==> src/design/dspm_pkg.sv <==
`timescale 1ns / 1ps

package dspm_pkg;

   localparam logic [7:0] STAR_BYTE = 8'h2A;
   localparam logic [7:0] DOT_BYTE  = 8'h2E;
   localparam logic [7:0] NUL_BYTE  = 8'h00;

   typedef enum logic [1:0] {
      ACT_CLEAR  = 2'd0,
      ACT_APPEND = 2'd1,
      ACT_TEXT   = 2'd2,
      ACT_FINISH = 2'd3
   } action_type;

   // One-hot strobes for the word that leaves the input register this cycle.
   typedef struct packed {
      logic clear;
      logic append;
      logic text;
      logic finish;
   } cmd_type;

endpackage

==> src/design/dspm_token_store.sv <==
`timescale 1ns / 1ps

module dspm_token_store #(
   parameter int N  = 32,
   parameter int CW = 6
) (
   input  logic            clock,
   input  logic            reset,
   input  dspm_pkg::cmd_type cmd,
   input  logic [7:0]      symbol,
   output logic [N-1:0]    hit_vec,
   output logic [N-1:0]    star_vec,
   output logic [CW-1:0]   token_count,
   output logic            overflow
);
   import dspm_pkg::*;

   localparam int IW = (N > 1) ? $clog2(N) : 1;

   logic [7:0]    tok_byte_ff [N];
   logic [N-1:0]  tok_star_ff;
   logic [N-1:0]  tok_wild_ff;
   logic [CW-1:0] count_ff;
   logic [CW-1:0] count_in;
   logic          overflow_ff;
   logic          overflow_in;
   logic [N-1:0]  valid_vec;
   logic [IW-1:0] last_idx;
   logic [IW-1:0] next_idx;
   logic          star_last;
   logic          store_full;
   logic          do_star;
   logic          do_write;

   assign last_idx   = IW'(count_ff - CW'(1));
   assign next_idx   = IW'(count_ff);
   assign store_full = (count_ff == CW'(N));

   // A star only marks the last token when that token is there and not yet starred.
   assign star_last = (count_ff != '0) && !tok_star_ff[last_idx];
   assign do_star   = cmd.append && !overflow_ff && (symbol == STAR_BYTE) && star_last;
   assign do_write  = cmd.append && !overflow_ff && !do_star && !store_full;

   always_comb begin
      count_in    = count_ff;
      overflow_in = overflow_ff;
      if (cmd.clear) begin
         count_in    = '0;
         overflow_in = 1'b0;
      end else if (cmd.append && !overflow_ff && !do_star) begin
         if (store_full) begin
            overflow_in = 1'b1;
         end else begin
            count_in = count_ff + CW'(1);
         end
      end
   end

   always_ff @(posedge clock) begin
      if (reset) begin
         count_ff    <= '0;
         overflow_ff <= 1'b0;
      end else begin
         count_ff    <= count_in;
         overflow_ff <= overflow_in;
      end
   end

   always_ff @(posedge clock) begin
      if (do_star) begin
         tok_star_ff[last_idx] <= 1'b1;
      end
      if (do_write) begin
         tok_byte_ff[next_idx] <= symbol;
         tok_star_ff[next_idx] <= 1'b0;
         tok_wild_ff[next_idx] <= (symbol == DOT_BYTE);
      end
   end

   always_comb begin
      for (int i = 0; i < N; i++) begin
         valid_vec[i] = (CW'(i) < count_ff);
         hit_vec[i]   = valid_vec[i] && (symbol != NUL_BYTE) &&
                        (tok_wild_ff[i] || (tok_byte_ff[i] == symbol));
      end
   end

   assign star_vec    = tok_star_ff & valid_vec;
   assign token_count = count_ff;
   assign overflow    = overflow_ff;

endmodule

==> src/design/dspm_active_set.sv <==
`timescale 1ns / 1ps

module dspm_active_set #(
   parameter int N  = 32,
   parameter int CW = 6
) (
   input  logic            clock,
   input  logic            reset,
   input  dspm_pkg::cmd_type cmd,
   input  logic [N-1:0]    hit_vec,
   input  logic [N-1:0]    star_vec,
   input  logic [CW-1:0]   token_count,
   output logic            end_active
);
   import dspm_pkg::*;

   logic [N:0] active_ff;
   logic [N:0] active_in;
   logic [N:0] star_ext;
   logic [N:0] seed;
   logic [N:0] sum;
   logic [N:0] carries;
   logic [N:0] closed;
   logic [N-1:0] take;

   // Closure over starred tokens is a carry chain: a starred token propagates,
   // and an active starred token generates. The adder resolves it in one pass.
   assign star_ext = {1'b0, star_vec};
   assign seed     = active_ff & star_ext;
   assign sum      = star_ext + seed;
   assign carries  = sum ^ star_ext ^ seed;
   assign closed   = active_ff | carries;

   assign take       = closed[N-1:0] & hit_vec;
   assign end_active = closed[token_count];

   always_comb begin
      active_in = active_ff;
      if (cmd.clear || cmd.append || cmd.finish) begin
         active_in = (N+1)'(1);
      end else if (cmd.text) begin
         active_in = {1'b0, take & star_vec} | {take & ~star_vec, 1'b0};
      end
   end

   always_ff @(posedge clock) begin
      if (reset) begin
         active_ff <= (N+1)'(1);
      end else begin
         active_ff <= active_in;
      end
   end

endmodule

==> src/design/dot_star_pattern_matcher_core.sv <==
`timescale 1ns / 1ps
// Channel  Ports                                   Direction  Moves
// req      req_valid/ready, req_action, req_symbol  in         one pattern, text or control word
// rsp      rsp_valid/ready, rsp_matched,             out        one verdict per end-of-text word
//          rsp_pattern_overflow
//
// One word per cycle is sustained while no verdict is blocked; a word passes through the
// input register, and its state update or verdict is done by the logic behind it.
// An end-of-text verdict is registered on rsp as its word leaves the input register.
// Reset (synchronous) empties the pattern, clears overflow and arms position zero.
// The input register holds only while a verdict waits in it and rsp is stalled;
// pattern and text words still flow past a stalled verdict.

module dot_star_pattern_matcher_core #(
   parameter int PATTERN_TOKENS = 32
) (
   input  logic       clock,
   input  logic       reset,
   input  logic       req_valid,
   output logic       req_ready,
   input  logic [1:0] req_action,
   input  logic [7:0] req_symbol,
   output logic       rsp_valid,
   input  logic       rsp_ready,
   output logic       rsp_matched,
   output logic       rsp_pattern_overflow
);
   import dspm_pkg::*;

   localparam int CW = $clog2(PATTERN_TOKENS + 1);

   logic          in_valid_ff;
   action_type    in_action_ff;
   logic [7:0]    in_symbol_ff;
   logic          advance;
   cmd_type       cmd;
   logic [PATTERN_TOKENS-1:0] hit_vec;
   logic [PATTERN_TOKENS-1:0] star_vec;
   logic [CW-1:0] token_count;
   logic          overflow;
   logic          end_active;
   logic          rsp_valid_ff;
   logic          rsp_matched_ff;
   logic          rsp_overflow_ff;

   assign advance   = in_valid_ff &&
                      ((in_action_ff != ACT_FINISH) || !rsp_valid_ff || rsp_ready);
   assign req_ready = !in_valid_ff || advance;

   always_comb begin
      cmd = '0;
      if (advance) begin
         unique case (in_action_ff)
            ACT_CLEAR:  cmd.clear  = 1'b1;
            ACT_APPEND: cmd.append = 1'b1;
            ACT_TEXT:   cmd.text   = 1'b1;
            ACT_FINISH: cmd.finish = 1'b1;
            default:    cmd        = '0;
         endcase
      end
   end

   always_ff @(posedge clock) begin
      if (reset) begin
         in_valid_ff <= 1'b0;
      end else if (req_ready) begin
         in_valid_ff <= req_valid;
      end
   end

   always_ff @(posedge clock) begin
      if (req_valid && req_ready) begin
         in_action_ff <= action_type'(req_action);
         in_symbol_ff <= req_symbol;
      end
   end

   dspm_token_store #(
      .N  (PATTERN_TOKENS),
      .CW (CW)
   ) u_token_store (
      .clock       (clock),
      .reset       (reset),
      .cmd         (cmd),
      .symbol      (in_symbol_ff),
      .hit_vec     (hit_vec),
      .star_vec    (star_vec),
      .token_count (token_count),
      .overflow    (overflow)
   );

   dspm_active_set #(
      .N  (PATTERN_TOKENS),
      .CW (CW)
   ) u_active_set (
      .clock       (clock),
      .reset       (reset),
      .cmd         (cmd),
      .hit_vec     (hit_vec),
      .star_vec    (star_vec),
      .token_count (token_count),
      .end_active  (end_active)
   );

   always_ff @(posedge clock) begin
      if (reset) begin
         rsp_valid_ff <= 1'b0;
      end else if (cmd.finish) begin
         rsp_valid_ff <= 1'b1;
      end else if (rsp_ready) begin
         rsp_valid_ff <= 1'b0;
      end
   end

   always_ff @(posedge clock) begin
      if (cmd.finish) begin
         rsp_matched_ff  <= end_active && !overflow;
         rsp_overflow_ff <= overflow;
      end
   end

   assign rsp_valid            = rsp_valid_ff;
   assign rsp_matched          = rsp_matched_ff;
   assign rsp_pattern_overflow = rsp_overflow_ff;

   a_no_match_on_overflow: assert property (@(posedge clock) disable iff (reset)
      rsp_valid_ff && rsp_overflow_ff |-> !rsp_matched_ff)
      else $error("verdict reports a match on an overflowed pattern");

   a_finish_gives_verdict: assert property (@(posedge clock) disable iff (reset)
      cmd.finish |=> rsp_valid_ff)
      else $error("end-of-text word left no verdict");

   a_stall_only_on_blocked_verdict: assert property (@(posedge clock) disable iff (reset)
      !req_ready |-> in_valid_ff && rsp_valid_ff && !rsp_ready &&
                     (in_action_ff == ACT_FINISH))
      else $error("input stalled without a blocked verdict");

   a_count_in_range: assert property (@(posedge clock) disable iff (reset)
      token_count <= CW'(PATTERN_TOKENS))
      else $error("token count beyond the store");

endmodule
==> config.mk <==
export PLATFORM = sky130hd
export DESIGN_NAME = dot_star_pattern_matcher_core
export DESIGN_NICKNAME = d
export VERILOG_FILES = /design/src/design/dspm_pkg.sv /design/src/design/dspm_token_store.sv /design/src/design/dspm_active_set.sv /design/src/design/dot_star_pattern_matcher_core.sv
export SDC_FILE = /design/constraint.sdc
export NUM_CORES = 1
export LEC_CHECK = 0
export ABC_CLOCK_PERIOD_IN_PS = 4840
export BUFFER_PORTS_ARGS = -buffer_cell sky130_fd_sc_hd__buf_2
export CAP_MARGIN = 5
export CORE_MARGIN = 2
export CORE_UTILIZATION = 30
export CTS_BUF_LIST = sky130_fd_sc_hd__clkbuf_4 sky130_fd_sc_hd__clkbuf_8
export CTS_CLUSTER_DIAMETER = 150
export DETAILED_ROUTE_END_ITERATION = 8
export GPL_ROUTABILITY_DRIVEN = 1
export PLACE_DENSITY = 0.49
export SYNTH_ARGS = -nofsm -noshare
export SYNTH_HDL_FRONTEND = slang
export SYNTH_SLANG_ARGS = --single-unit
==> constraint.sdc <==
create_clock -name clock -period 4.84 [get_ports clock]
set_input_delay 0 -clock clock [delete_from_list [all_inputs] [get_ports clock]]
set_output_delay 0 -clock clock [all_outputs]
set_load 0.1 [all_outputs]
==> metrics.log, run 1 <==
INFO  metric outcome = completed
INFO  metric timing.setup.tns = 0 ps
INFO  metric fill_cells = 5970
INFO  metric synthesis.instances = 1574
INFO  metric fin_cells = 2480
INFO  metric via_count_of_the_first_global_routing_pass = 12900
INFO  metric detail_route.first_pass.iterations = 7
INFO  metric p_comb_frac = 0.047
INFO  metric ys_types = 103
INFO  metric postSynth.asyncResetShare = 0
INFO  metric area_delta_synth_final = 13.9%
INFO  metric crit_type = register to register
INFO  metric p_leak = 7.02 nW
INFO  metric worstHoldStart = req_symbol[2]
INFO  metric clock_tree.root_cell = sky130_fd_sc_hd__clkbuf_8
INFO  metric cts_setup_buffers = 0
INFO  metric layout_commonest_cell = sky130_fd_sc_hd__edfxtp_1
INFO  metric total_setup_violations_reported_at_the_end_of_the_flow = 0
INFO  metric timing.final.crit_period = 4320 ps
INFO  metric cts_buf_count = 67
INFO  metric power_per_cell_area = 321 mW/mm^2
INFO  metric postSynthRegisterBits = 374
INFO  metric timing.reg2reg.worst_path_depth = 12
INFO  metric max-slew-margin-rel = 0.0849
INFO  metric place.port_buffers = 17
INFO  metric worstMarginPinSlew = 1370 ps
INFO  metric grt_util_all_layers = 0.178
INFO  metric wire_length_of_the_first_global_routing_pass = 84.7 mm
INFO  metric die_w = 252 um
INFO  metric detailroute.via_count = 13100
INFO  metric layout.cells.most_common_list = sky130_fd_sc_hd__edfxtp_1, sky130_fd_sc_hd__xor2_1, sky130_fd_sc_hd__nor2_1, sky130_fd_sc_hd__a21oi_1, sky130_fd_sc_hd__dfxtp_1
INFO  metric r2r_slack = 520 ps
INFO  metric hold_violations = 0
INFO  metric power.internal = 0.00518 W
INFO  metric post-dp-hpwl = 37.1 mm
INFO  metric die_h = 252 um
INFO  metric detailedRoute.firstIterationViolations = 1188
INFO  metric grt_setup_unrepaired = no
INFO  metric clk_pin_slew = 60 ps
INFO  metric antenna_left = 0
INFO  metric detail_route.vias_per_cell = 5.27
INFO  metric fin_skew = 30.4 ps
INFO  metric mappedNetlistNets = 1595
INFO  metric hold-path-endpoint = in_symbol_ff[2]$_DFFE_PP_
INFO  metric ctsLongestPathBuffers = 3
INFO  metric endpoint_kind = register
INFO  metric finalNetCount = 1663
INFO  metric drv_cap = 0
INFO  metric critical-path-slowest-cell = sky130_fd_sc_hd__ha_1
INFO  metric cts-htree-levels = 3
INFO  metric max-vdd-ir-drop = 119 uV
INFO  metric placeable_area = 0.0605 sq mm
INFO  metric critical_path.startpoint_type = register
INFO  metric pin_count_of_the_biggest_net_entering_global_routing = 66
INFO  metric timing.final.crit_share = 0.893
INFO  metric timing.fmax = 0.231 GHz
INFO  metric cp.arrival = 4830 ps
INFO  metric floorplan.initialDensity = 0.304
INFO  metric worst_ep_required_time = 5350 ps
INFO  metric placedCellCount = 2341
INFO  metric grt_overflow_total = 0
INFO  metric later_pin_clock_latency_in_the_skew_report = 670 ps
INFO  metric pin_count = 18
INFO  metric fp.dieArea = 0.0633 sq mm
INFO  metric regArea = 0.0105 sq mm
INFO  metric clock_group_share_of_total_power = 0.433
INFO  metric route.detailed.drc = 0
INFO  metric switching_power = 0.00156 W
INFO  metric clock_tree_from_tritoncts = done
INFO  metric final_layout_size_suffix_gt1_frac = 0.139
INFO  metric power.share.switching = 0.232
INFO  metric pwr-share-seq = 0.520
INFO  metric row_count = 90
INFO  metric post-route-cell-area = 0.0210 sq mm
INFO  metric antenna_found_initial = 0
INFO  metric ys.warnings.count = 0
INFO  metric number_of_synthesized_flops_with_an_enable_pin = 300
INFO  metric cts.hold.buffers_added = 14
INFO  metric wl = 56.0 mm
INFO  metric holdPathStages = 2
INFO  metric synth.yosys.seq_area_share = 0.570
INFO  metric critical_path_cell_list = buf_4 > ha_1 > o21ai_1 > a21oi_1 > a21boi_1 > o311ai_1 > o211ai_2 > a21oi_1 > nor3_1 > nor4_1 > a311oi_1 > nor3_1
INFO  metric cts_sinks = 374
INFO  metric place_congestion = 0.933
INFO  metric timing.critical_path.slowest_cell_delay = 690 ps
INFO  metric synthesis.area_per_instance = 11.7 sq um
INFO  metric final-max-slew-violation-count = 0
INFO  metric worstReg2RegStart = u_token_store.token_count[0]$_SDFFE_PP0P_
INFO  metric multiInputGateArea = 0.00735 sq mm
INFO  metric cts_repair_resize_count = 0
INFO  metric synth_area = 0.0184 sq mm
INFO  metric postSynth.topFlopCell = sky130_fd_sc_hd__edfxtp_1
INFO  metric wl_per_cell = 22.6 um
INFO  metric cp_max_fo = 26
INFO  metric min-delay-path-class = input port to register
INFO  metric endpoint_of_the_worst_slack_reg_to_reg_timing_path = rsp_matched$_DFFE_PP_
INFO  metric placement.cell_area = 0.0195 sq mm
per-layer routing:
metal / wire [um] / track usage / vias to the layer above
li1: - / - / 6048
met1: 26300 / 0.248 / 6499
met2: 25200 / 0.275 / 403
met3: 2630 / 0.0304 / 109
met4: 1880 / 0.0730 / 0
met5: 0 / 0 / -
logic make-up (layout without fill, tap and decap cells):
kind of cell / Yosys count / count (layout) / share of synthesized area
mux: 13 / 13 / 0.0125
flops: 374 / 374 / 0.570
simple gates: 452 / 452 / 0.128
fa+ha+maj: 7 / 7 / 0.00476
compound gates: 340 / 340 / 0.130
xor+xnor: 261 / 261 / 0.124
buf+inv: 127 / 249 / 0.0309
other cells: 0 / 2 / 0
registers in the layout (all words and copies together) (netlist names), 2 cells and up:
register	cells
u_active_set.active_ff	33
u_token_store.tok_wild_ff	32
in_action_ff	2
u_token_store.token_count	6
in_symbol_ff	8
u_token_store.tok_star_ff	32
u_token_store.tok_byte_ff	256
worst max path at each step:
stage                                                         start                                         end  slack (ps)
after floorplan           u_token_store.token_count[0]$_SDFFE_PP0P_  u_token_store.tok_byte_ff[16][0]$_DFFE_PP_         850
after global placement    u_token_store.token_count[4]$_SDFFE_PP0P_                       rsp_matched$_DFFE_PP_         720
after detailed placement  u_token_store.token_count[0]$_SDFFE_PP0P_     u_active_set.active_ff[32]$_SDFFE_PP0P_         660
after CTS                 u_token_store.token_count[0]$_SDFFE_PP0P_     u_active_set.active_ff[32]$_SDFFE_PP0P_         610
after global routing      u_token_store.token_count[0]$_SDFFE_PP0P_     u_active_set.active_ff[32]$_SDFFE_PP0P_         370
final                     u_token_store.token_count[0]$_SDFFE_PP0P_                       rsp_matched$_DFFE_PP_         520
layout make-up:
class | instances | area share
flip-flops and latches | 374 | 0.501
clock inverters | 29 | 0.00824
repair buffers | 84 | 0.0315
diodes | 2 | 0.000239
well taps | 782 | 0.0467
inverters | 42 | 0.00752
multi-input cells | 1073 | 0.351
clock buffers | 94 | 0.0546
Yosys cell counts (4+ instances only):
library cell	instances	area share
sky130_fd_sc_hd__a2111oi_0	8	0.0038
sky130_fd_sc_hd__a211o_1	4	0.0019
sky130_fd_sc_hd__a211oi_1	31	0.013
sky130_fd_sc_hd__a21boi_0	4	0.0016
sky130_fd_sc_hd__a21o_1	9	0.0037
sky130_fd_sc_hd__a21oi_1	101	0.027
sky130_fd_sc_hd__a221oi_1	4	0.0019
sky130_fd_sc_hd__a311oi_1	9	0.0043
sky130_fd_sc_hd__a31oi_1	15	0.0051
sky130_fd_sc_hd__and2_1	10	0.0034
sky130_fd_sc_hd__and3_1	5	0.0017
sky130_fd_sc_hd__buf_1	13	0.0027
sky130_fd_sc_hd__buf_2	10	0.0027
sky130_fd_sc_hd__clkbuf_1	53	0.011
sky130_fd_sc_hd__dfxtp_1	74	0.081
sky130_fd_sc_hd__edfxtp_1	300	0.49
sky130_fd_sc_hd__ha_1	7	0.0048
sky130_fd_sc_hd__inv_1	40	0.0082
sky130_fd_sc_hd__mux2i_1	5	0.0027
sky130_fd_sc_hd__mux4_2	8	0.0098
sky130_fd_sc_hd__nand2_1	61	0.012
sky130_fd_sc_hd__nand2b_1	9	0.0031
sky130_fd_sc_hd__nand3_1	15	0.0041
sky130_fd_sc_hd__nand4_1	18	0.0061
sky130_fd_sc_hd__nor2_1	151	0.031
sky130_fd_sc_hd__nor2b_1	10	0.0034
sky130_fd_sc_hd__nor3_1	35	0.0095
sky130_fd_sc_hd__nor4_1	70	0.024
sky130_fd_sc_hd__o2111ai_1	4	0.0019
sky130_fd_sc_hd__o211ai_1	17	0.0069
sky130_fd_sc_hd__o21a_1	5	0.0020
sky130_fd_sc_hd__o21ai_0	37	0.010
sky130_fd_sc_hd__o21ai_1	7	0.0019
sky130_fd_sc_hd__o221a_2	4	0.0024
sky130_fd_sc_hd__o221ai_1	7	0.0033
sky130_fd_sc_hd__o22ai_1	5	0.0017
sky130_fd_sc_hd__o311a_1	5	0.0027
sky130_fd_sc_hd__o31ai_1	12	0.0049
sky130_fd_sc_hd__or2_2	14	0.0048
sky130_fd_sc_hd__or3_1	11	0.0037
sky130_fd_sc_hd__or4_1	9	0.0037
sky130_fd_sc_hd__xnor2_1	44	0.021
sky130_fd_sc_hd__xor2_1	217	0.10
stage by stage:
stage               hold slack [ps]  setup WS (ps)  total power (W)  utilization
floorplan                      69.1            850          0.00377            -
global placement                176            718          0.00388        0.322
detailed placement              181            660          0.00388        0.322
CTS                            2.81            613          0.00683        0.346
global route                   21.1            372          0.00701        0.346
finish                         49.3            517          0.00674        0.347
worst max-delay path, delay by kind of cell, from the launching register on:
| kind | cells | cell delay (ps) |
|---|---|---|
| DFF | 1 | 330 |
| buffers and inverters | 1 | 360 |
| adders and majority gates | 1 | 690 |
| AOI/OAI and AO/OA | 7 | 2150 |
| and+or+nand+nor | 3 | 640 |
power by group through the flow:
stage | registers [W] | logic [W] | clock network [W]
floorplan | 0.00358 | 0.000194 | 0
global placement | 0.00357 | 0.000312 | 0
detailed placement | 0.00357 | 0.000315 | 0
CTS | 0.00350 | 0.000325 | 0.00301
global route | 0.00350 | 0.000352 | 0.00316
finish | 0.00350 | 0.000319 | 0.00292
No activity file was read; power rests on OpenSTA's default activity.
==> run 2: changes to the inputs <==
--- a/config.mk
+++ b/config.mk
@@ -6,7 +6,7 @@
 export NUM_CORES = 1
 export LEC_CHECK = 0
 export ABC_CLOCK_PERIOD_IN_PS = 4840
-export BUFFER_PORTS_ARGS = -buffer_cell sky130_fd_sc_hd__buf_2
+export BUFFER_PORTS_ARGS = -buffer_cell sky130_fd_sc_hd__buf_4
 export CAP_MARGIN = 5
 export CORE_MARGIN = 2
 export CORE_UTILIZATION = 30
@@ -15,6 +15,7 @@
 export DETAILED_ROUTE_END_ITERATION = 8
 export GPL_ROUTABILITY_DRIVEN = 1
 export PLACE_DENSITY = 0.49
+export SLEW_MARGIN = 20
 export SYNTH_ARGS = -nofsm -noshare
 export SYNTH_HDL_FRONTEND = slang
 export SYNTH_SLANG_ARGS = --single-unit
==> metrics.log, run 2 (synthesis gave the netlist of run 1 again) <==
INFO  metric outcome = completed
INFO  metric power_per_cell_area = 330 mW/mm^2 (+2.7%)
INFO  metric largest_reg_by_ff_count = u_token_store.tok_byte_ff
INFO  metric timing.final.crit_period = 4480 ps (+161 ps)
INFO  metric route.detailed.drc = 0 (unchanged)
INFO  metric max-slew-margin-rel = 0.236 (+0.151)
INFO  metric clk_pin_slew = 60 ps (about the same)
INFO  metric worst_ep_required_time = 5270 ps (-80 ps)
INFO  metric cts_sinks = 374 (unchanged)
INFO  metric area_delta_synth_final = 15.4%
INFO  metric finalNetCount = 1668 (+0.30%)
INFO  metric detail_route.first_pass.iterations = 7 (unchanged)
INFO  metric timing.reg2reg.worst_path_depth = 11 (-1)
INFO  metric pin_count_of_the_biggest_net_entering_global_routing = 65 (-1.5%)
INFO  metric fin_skew = 40.7 ps (+10.3 ps)
INFO  metric clock_tree.root_cell = sky130_fd_sc_hd__clkbuf_8
INFO  metric worstReg2RegStart = u_token_store.token_count[5]$_SDFFE_PP0P_
INFO  metric wl = 55.6 mm (-0.59%)
INFO  metric via_count_of_the_first_global_routing_pass = 12800 (-0.44%)
INFO  metric holdPathStages = 4 (+2)
INFO  metric grt_overflow_total = 0 (unchanged)
INFO  metric post-dp-hpwl = 36.6 mm (-1.3%)
INFO  metric row_count = 90 (unchanged)
INFO  metric floorplan.initialDensity = 0.304 (unchanged)
INFO  metric ctsLongestPathBuffers = 3 (unchanged)
INFO  metric clock_tree_from_tritoncts = done
INFO  metric startpoint = u_token_store.token_count[5]$_SDFFE_PP0P_
INFO  metric cts-htree-levels = 3 (unchanged)
INFO  metric pin_count = 18 (unchanged)
INFO  metric die_w = 252 um (unchanged)
INFO  metric p_leak = 7.13 nW (+1.6%)
INFO  metric endpoint_kind = register
INFO  metric cts_buf_count = 68 (+1.5%)
INFO  metric multiInputGateArea = 0.00735 sq mm (about the same)
INFO  metric cp_max_fo = 27 (+3.8%)
INFO  metric placedCellCount = 2334 (-0.30%)
INFO  metric place_congestion = 0.938 (+0.59%)
INFO  metric antenna_left = 0 (unchanged)
INFO  metric timing.setup.tns = 0 ps (unchanged)
INFO  metric grt_setup_unrepaired = no
INFO  metric cts_setup_buffers = 0 (unchanged)
INFO  metric detail_route.vias_per_cell = 5.22 (-0.78%)
INFO  metric worstMarginPinSlew = 1150 ps (-226 ps)
INFO  metric wire_length_of_the_first_global_routing_pass = 84.4 mm (-0.36%)
INFO  metric critical_path.startpoint_type = register
INFO  metric detailedRoute.firstIterationViolations = 863 (-27%)
INFO  metric grt_util_all_layers = 0.178 (-0.000400)
INFO  metric cp.arrival = 4910 ps (+80 ps)
INFO  metric crit_type = register to register
INFO  metric max-vdd-ir-drop = 137 uV (+15%)
INFO  metric total_setup_violations_reported_at_the_end_of_the_flow = 0 (unchanged)
INFO  metric hold-worst-slack = 335 ps (+285 ps)
INFO  metric fp.dieArea = 0.0633 sq mm (unchanged)
INFO  metric final_layout_size_suffix_gt1_frac = 0.137 (-0.00193)
INFO  metric fin_cells = 2482 (+0.081%)
INFO  metric drv_cap = 0 (unchanged)
INFO  metric layout_commonest_cell = sky130_fd_sc_hd__edfxtp_1
INFO  metric die_h = 252 um (unchanged)
INFO  metric place.port_buffers = 17 (unchanged)
INFO  metric fill_cells = 5947 (-0.39%)
INFO  metric regArea = 0.0105 sq mm (unchanged)
INFO  metric largest_register_ff_count = 256 (unchanged)
INFO  metric later_pin_clock_latency_in_the_skew_report = 670 ps (about the same)
INFO  metric largest_registers = u_token_store.tok_byte_ff x256, u_active_set.active_ff x33
INFO  metric timing.final.crit_share = 0.926 (+0.0332)
INFO  metric antenna_found_initial = 1 (+1)
INFO  metric layout.cells.most_common_list = sky130_fd_sc_hd__edfxtp_1, sky130_fd_sc_hd__xor2_1, sky130_fd_sc_hd__nor2_1, sky130_fd_sc_hd__a21oi_1, sky130_fd_sc_hd__clkbuf_8
INFO  metric worstHoldStart = reset
INFO  metric detailroute.via_count = 13000 (-0.70%)
INFO  metric placeable_area = 0.0605 sq mm (unchanged)
INFO  metric final-max-slew-violation-count = 0 (unchanged)
INFO  metric wl_per_cell = 22.4 um (-0.67%)
INFO  metric timing.fmax = 0.223 GHz (-3.6%)
INFO  metric hold_violations = 0 (unchanged)
INFO  metric min-delay-path-class = input port to register
run 2: repair_timing:
action,4_1_cts,5_1_grt
hold buffers,25,0
hold endpoints to repair,42,0
gates resized for setup,0,0
run 2: layout make-up:
type | instances | area share
Inverter | 42 | 0.00743
Multi-Input combinational cell | 1073 | 0.346
Timing Repair Buffer | 88 | 0.0370
Antenna cell | 2 | 0.000236
Sequential cell | 374 | 0.494
Clock buffer | 101 | 0.0590
Clock inverter | 20 | 0.00973
Tap cell | 782 | 0.0461
run 2: worst paths after layout:
path,to,slack [ps]
worst max-delay path,rsp_matched$_DFFE_PP_,360
worst min-delay path,u_token_store.token_count[4]$_SDFFE_PP0P_,330
worst max register to register,rsp_matched$_DFFE_PP_,360
worst min register to register,u_active_set.active_ff[32]$_SDFFE_PP0P_,480
run 2: power by group:
group          internal (W)  switching (W)  total (W)
Clock               0.00187        0.00131    0.00318
Sequential          0.00348      0.0000212    0.00350
Combinational      0.000117       0.000208   0.000325
run 2: metrics by stage:
| stage | util | setup slack, ps | instance area, sq um | total power [W] |
|---|---|---|---|---|
| floorplan | - | 850 | 18400 | 0.00377 |
| global placement | 0.323 | 350 | 19500 | 0.00388 |
| detailed placement | 0.323 | 350 | 19500 | 0.00389 |
| CTS | 0.351 | 327 | 21200 | 0.00713 |
| global route | 0.351 | 76.1 | 21200 | 0.00730 |
| finish | 0.351 | 357 | 21200 | 0.00701 |
run 2: per-layer routing:
metal / GRT usage / vias to the layer above / wire (um)
li1: - / 6059 / -
met1: 0.242 / 6428 / 25400
met4: 0.0604 / 0 / 1730
met5: 0 / - / 0
met3: 0.0345 / 110 / 2810
met2: 0.283 / 371 / 25700
run 2: critical path, cell delays in order, from the launching register on:
cell and delay [ps]:
sky130_fd_sc_hd__dfxtp_1 720, sky130_fd_sc_hd__buf_4 440, sky130_fd_sc_hd__or3_1 420, sky130_fd_sc_hd__nand4_1 260, sky130_fd_sc_hd__or4_1 520, sky130_fd_sc_hd__nor4_1 250, sky130_fd_sc_hd__a22o_1 350, sky130_fd_sc_hd__nor4b_2 90
sky130_fd_sc_hd__nor2_2 350, sky130_fd_sc_hd__a31oi_1 150, sky130_fd_sc_hd__a211o_1 350, sky130_fd_sc_hd__nor3_1 330
==> run 3: changes to the inputs <==
--- a/config.mk
+++ b/config.mk
@@ -7,15 +7,13 @@
 export LEC_CHECK = 0
 export ABC_CLOCK_PERIOD_IN_PS = 4840
 export BUFFER_PORTS_ARGS = -buffer_cell sky130_fd_sc_hd__buf_4
-export CAP_MARGIN = 5
 export CORE_MARGIN = 2
-export CORE_UTILIZATION = 30
+export CORE_UTILIZATION = 40
 export CTS_BUF_LIST = sky130_fd_sc_hd__clkbuf_4 sky130_fd_sc_hd__clkbuf_8
 export CTS_CLUSTER_DIAMETER = 150
 export DETAILED_ROUTE_END_ITERATION = 8
 export GPL_ROUTABILITY_DRIVEN = 1
-export PLACE_DENSITY = 0.49
-export SLEW_MARGIN = 20
+export PLACE_DENSITY = 0.6
 export SYNTH_ARGS = -nofsm -noshare
 export SYNTH_HDL_FRONTEND = slang
 export SYNTH_SLANG_ARGS = --single-unit
==> metrics.log, run 3 (synthesis gave the netlist of run 1 again) <==
INFO  metric largest_register_ff_count = 256 (unchanged)
INFO  metric timing.critical_path.slowest_cell_delay = 860 ps (+140 ps)
INFO  metric cts_setup_buffers = 0 (unchanged)
INFO  metric hold-path-endpoint = in_action_ff[0]$_DFFE_PP_
INFO  metric holdPathStages = 2 (-2)
INFO  metric fin_cells = 2285 (-7.9%)
INFO  metric wire_length_of_the_first_global_routing_pass = 80.6 mm (-4.6%)
INFO  metric cts_sinks = 374 (unchanged)
INFO  metric grt_util_all_layers = 0.224 (+0.0467)
INFO  metric p_leak = 7.00 nW (-1.8%)
INFO  metric pin_count = 18 (unchanged)
INFO  metric area_delta_synth_final = 12.8%
INFO  metric cpLargestDelayFamily = compound AO/OA/AOI/OAI gates
INFO  metric detail_route.vias_per_cell = 5.70 (+9.0%)
INFO  metric setup_ws_final = 544 ps (+187 ps)
INFO  metric via_count_of_the_first_global_routing_pass = 12800 (-0.49%)
INFO  metric placedCellCount = 2152 (-7.8%)
INFO  metric wl_per_cell = 23.0 um (+2.6%)
INFO  metric layout.cells.most_common_list = sky130_fd_sc_hd__edfxtp_1, sky130_fd_sc_hd__xor2_1, sky130_fd_sc_hd__nor2_1, sky130_fd_sc_hd__a21oi_1, sky130_fd_sc_hd__dfxtp_1
INFO  metric antenna_found_initial = 1 (unchanged)
INFO  metric die_h = 218 um (-13%)
INFO  metric worstReg2RegStart = u_token_store.token_count[4]$_SDFFE_PP0P_
INFO  metric cts_buf_count = 67 (-1.5%)
INFO  metric ant_diodes = 0 (-2)
INFO  metric total_setup_violations_reported_at_the_end_of_the_flow = 0 (unchanged)
INFO  metric clk_pin_slew = 60 ps (about the same)
INFO  metric endpoint_of_the_worst_slack_reg_to_reg_timing_path = rsp_matched$_DFFE_PP_
INFO  metric floorplan.initialDensity = 0.405 (+0.101)
INFO  metric wl = 52.5 mm (-5.6%)
INFO  metric row_count = 78 (-13%)
INFO  metric worst_ep_required_time = 5280 ps (about the same)
INFO  metric clock_tree_from_tritoncts = done
INFO  metric cp_num_buf_inv = 0 (-1)
INFO  metric pin_count_of_the_biggest_net_entering_global_routing = 67 (+3.1%)
INFO  metric place.port_buffers = 17 (unchanged)
INFO  metric min-delay-path-class = input port to register
INFO  metric antenna_left = 0 (unchanged)
INFO  metric critical-path-slowest-cell = sky130_fd_sc_hd__dfxtp_1
INFO  metric timing.final.crit_share = 0.888 (-0.0387)
INFO  metric power_per_cell_area = 323 mW/mm^2 (-2.3%)
INFO  metric fp.dieArea = 0.0477 sq mm (-25%)
INFO  metric fin_skew = 47.1 ps (+6.44 ps)
INFO  metric regArea = 0.0105 sq mm (unchanged)
INFO  metric cp_max_fo = 24 (-11%)
INFO  metric max-slew-margin-rel = 0.227 (-0.00845)
INFO  metric timing.reg2reg.worst_path_depth = 10 (-1)
INFO  metric placeable_area = 0.0454 sq mm (-25%)
INFO  metric cp.arrival = 4730 ps (-180 ps)
INFO  metric place_congestion = 0.935 (-0.40%)
INFO  metric layout_commonest_cell = sky130_fd_sc_hd__edfxtp_1
INFO  metric later_pin_clock_latency_in_the_skew_report = 650 ps (-20 ps)
INFO  metric placement.setup.worst_slack = 667 ps (+316 ps)
INFO  metric largest_reg_by_ff_count = u_token_store.tok_byte_ff
INFO  metric critical_path.startpoint_type = register
INFO  metric worstHoldStart = req_action[0]
INFO  metric critical_path_cell_list = nor2_1 > a21oi_1 > a21boi_1 > o311ai_1 > o211ai_2 > a21oi_1 > nor3_1 > nor4_1 > a311oi_1 > nor3_1
INFO  metric grt_overflow_total = 0 (unchanged)
INFO  metric timing.setup.tns = 0 ps (unchanged)
INFO  metric outcome = completed
INFO  metric detailedRoute.firstIterationViolations = 1261 (+46%)
INFO  metric ctsLongestPathBuffers = 3 (unchanged)
INFO  metric largest_registers = u_token_store.tok_byte_ff x256, u_active_set.active_ff x33
INFO  metric cts-htree-levels = 3 (unchanged)
INFO  metric hold_violations = 0 (unchanged)
INFO  metric fill_cells = 4221 (-29%)
INFO  metric post-dp-hpwl = 35.3 mm (-3.6%)
INFO  metric grt_setup_unrepaired = no
INFO  metric clock_tree.root_cell = sky130_fd_sc_hd__clkbuf_8
INFO  metric detail_route.first_pass.iterations = 5 (-2)
INFO  metric max-vdd-ir-drop = 170 uV (+24%)
INFO  metric finalNetCount = 1656 (-0.72%)
INFO  metric crit_type = register to register
INFO  metric multiInputGateArea = 0.00735 sq mm (about the same)
INFO  metric endpoint_kind = register
INFO  metric timing.fmax = 0.233 GHz (+4.4%)
INFO  metric timing.final.crit_period = 4300 ps (-187 ps)
INFO  metric route.detailed.drc = 0 (unchanged)
INFO  metric die_w = 218 um (-13%)
INFO  metric drv_cap = 0 (unchanged)
INFO  metric final_layout_size_suffix_gt1_frac = 0.132 (-0.00488)
INFO  metric r2r_slack = 540 ps (+190 ps)
INFO  metric final-max-slew-violation-count = 0 (unchanged)
INFO  metric worstMarginPinSlew = 1160 ps (+12.7 ps)
INFO  metric detailroute.via_count = 13000 (+0.36%)
## run 3: cell types whose count changed in the layout (fill, tap and decap cells not counted), moves of 2 or more
cell,change
sky130_fd_sc_hd__buf_4,-3
sky130_fd_sc_hd__dlygate4sd3_1,-11
sky130_fd_sc_hd__clkinv_2,+3
sky130_fd_sc_hd__clkbuf_8,-8
sky130_fd_sc_hd__diode_2,-2
sky130_fd_sc_hd__clkinv_1,+7
sky130_fd_sc_hd__clkinvlp_4,+3
sky130_fd_sc_hd__buf_12,+3
sky130_fd_sc_hd__bufinv_16,-3
sky130_fd_sc_hd__clkbuf_4,-2
## run 3: worst max-delay path by stage
stage / start / end / slack [ps] / cells after the start
2_1_floorplan: u_token_store.token_count[0]$_SDFFE_PP0P_ / u_token_store.tok_byte_ff[16][0]$_DFFE_PP_ / 850 / 13
3_3_place_gp: u_token_store.token_count[4]$_SDFFE_PP0P_ / rsp_matched$_DFFE_PP_ / 590 / 10
3_5_place_dp: u_token_store.token_count[4]$_SDFFE_PP0P_ / rsp_matched$_DFFE_PP_ / 670 / 10
4_1_cts: u_token_store.token_count[4]$_SDFFE_PP0P_ / rsp_matched$_DFFE_PP_ / 620 / 10
5_1_grt: u_token_store.token_count[4]$_SDFFE_PP0P_ / rsp_matched$_DFFE_PP_ / 250 / 10
6_report: u_token_store.token_count[4]$_SDFFE_PP0P_ / rsp_matched$_DFFE_PP_ / 540 / 10
## run 3: worst reg2reg max path: cells and delay by family (launching register included)
family,cells,cell delay (ps)
AND/OR/NAND/NOR,4,1080
flip-flops,1,860
AO/OA/AOI/OAI,6,2130
## run 3: area by class of cell
type | instances | area share
clock inverter | 28 | 0.00784
inverter | 42 | 0.00760
sequential | 374 | 0.506
timing repair buffer | 77 | 0.0344
clock buffer | 91 | 0.0543
tap | 600 | 0.0362
multi-input combinational | 1073 | 0.354
## run 3: power breakdown
group | total (W) | switching, W | internal [W]
clock | 0.00287 | 0.00131 | 0.00157
combinational | 0.000316 | 0.000201 | 0.000115
sequential | 0.00350 | 0.0000232 | 0.00348
total | 0.00669 | 0.00153 | 0.00516
## run 3: layer usage
layer,wire [um],track usage
met1,24300,0.320
met2,23200,0.338
met3,3320,0.0388
met4,1750,0.0925
met5,0,0
## run 3: stage by stage
stage / utilization / instance area (sq um) / hold WS (ps) / total power (W)
after floorplan: - / 18400 / 69.1 / 0.00377
after global placement: 0.426 / 19300 / 179 / 0.00387
after global routing: 0.457 / 20800 / 81.4 / 0.00696
after detailed placement: 0.426 / 19300 / 180 / 0.00388
after CTS: 0.457 / 20800 / 42.9 / 0.00678
final: 0.457 / 20800 / 91.9 / 0.00669
## run 3: timing repair
item / 4_1_cts / 5_1_grt
hold endpoints to repair: 34 / 0
hold buffers: 14 / 0
gates resized for setup: 0 / 0
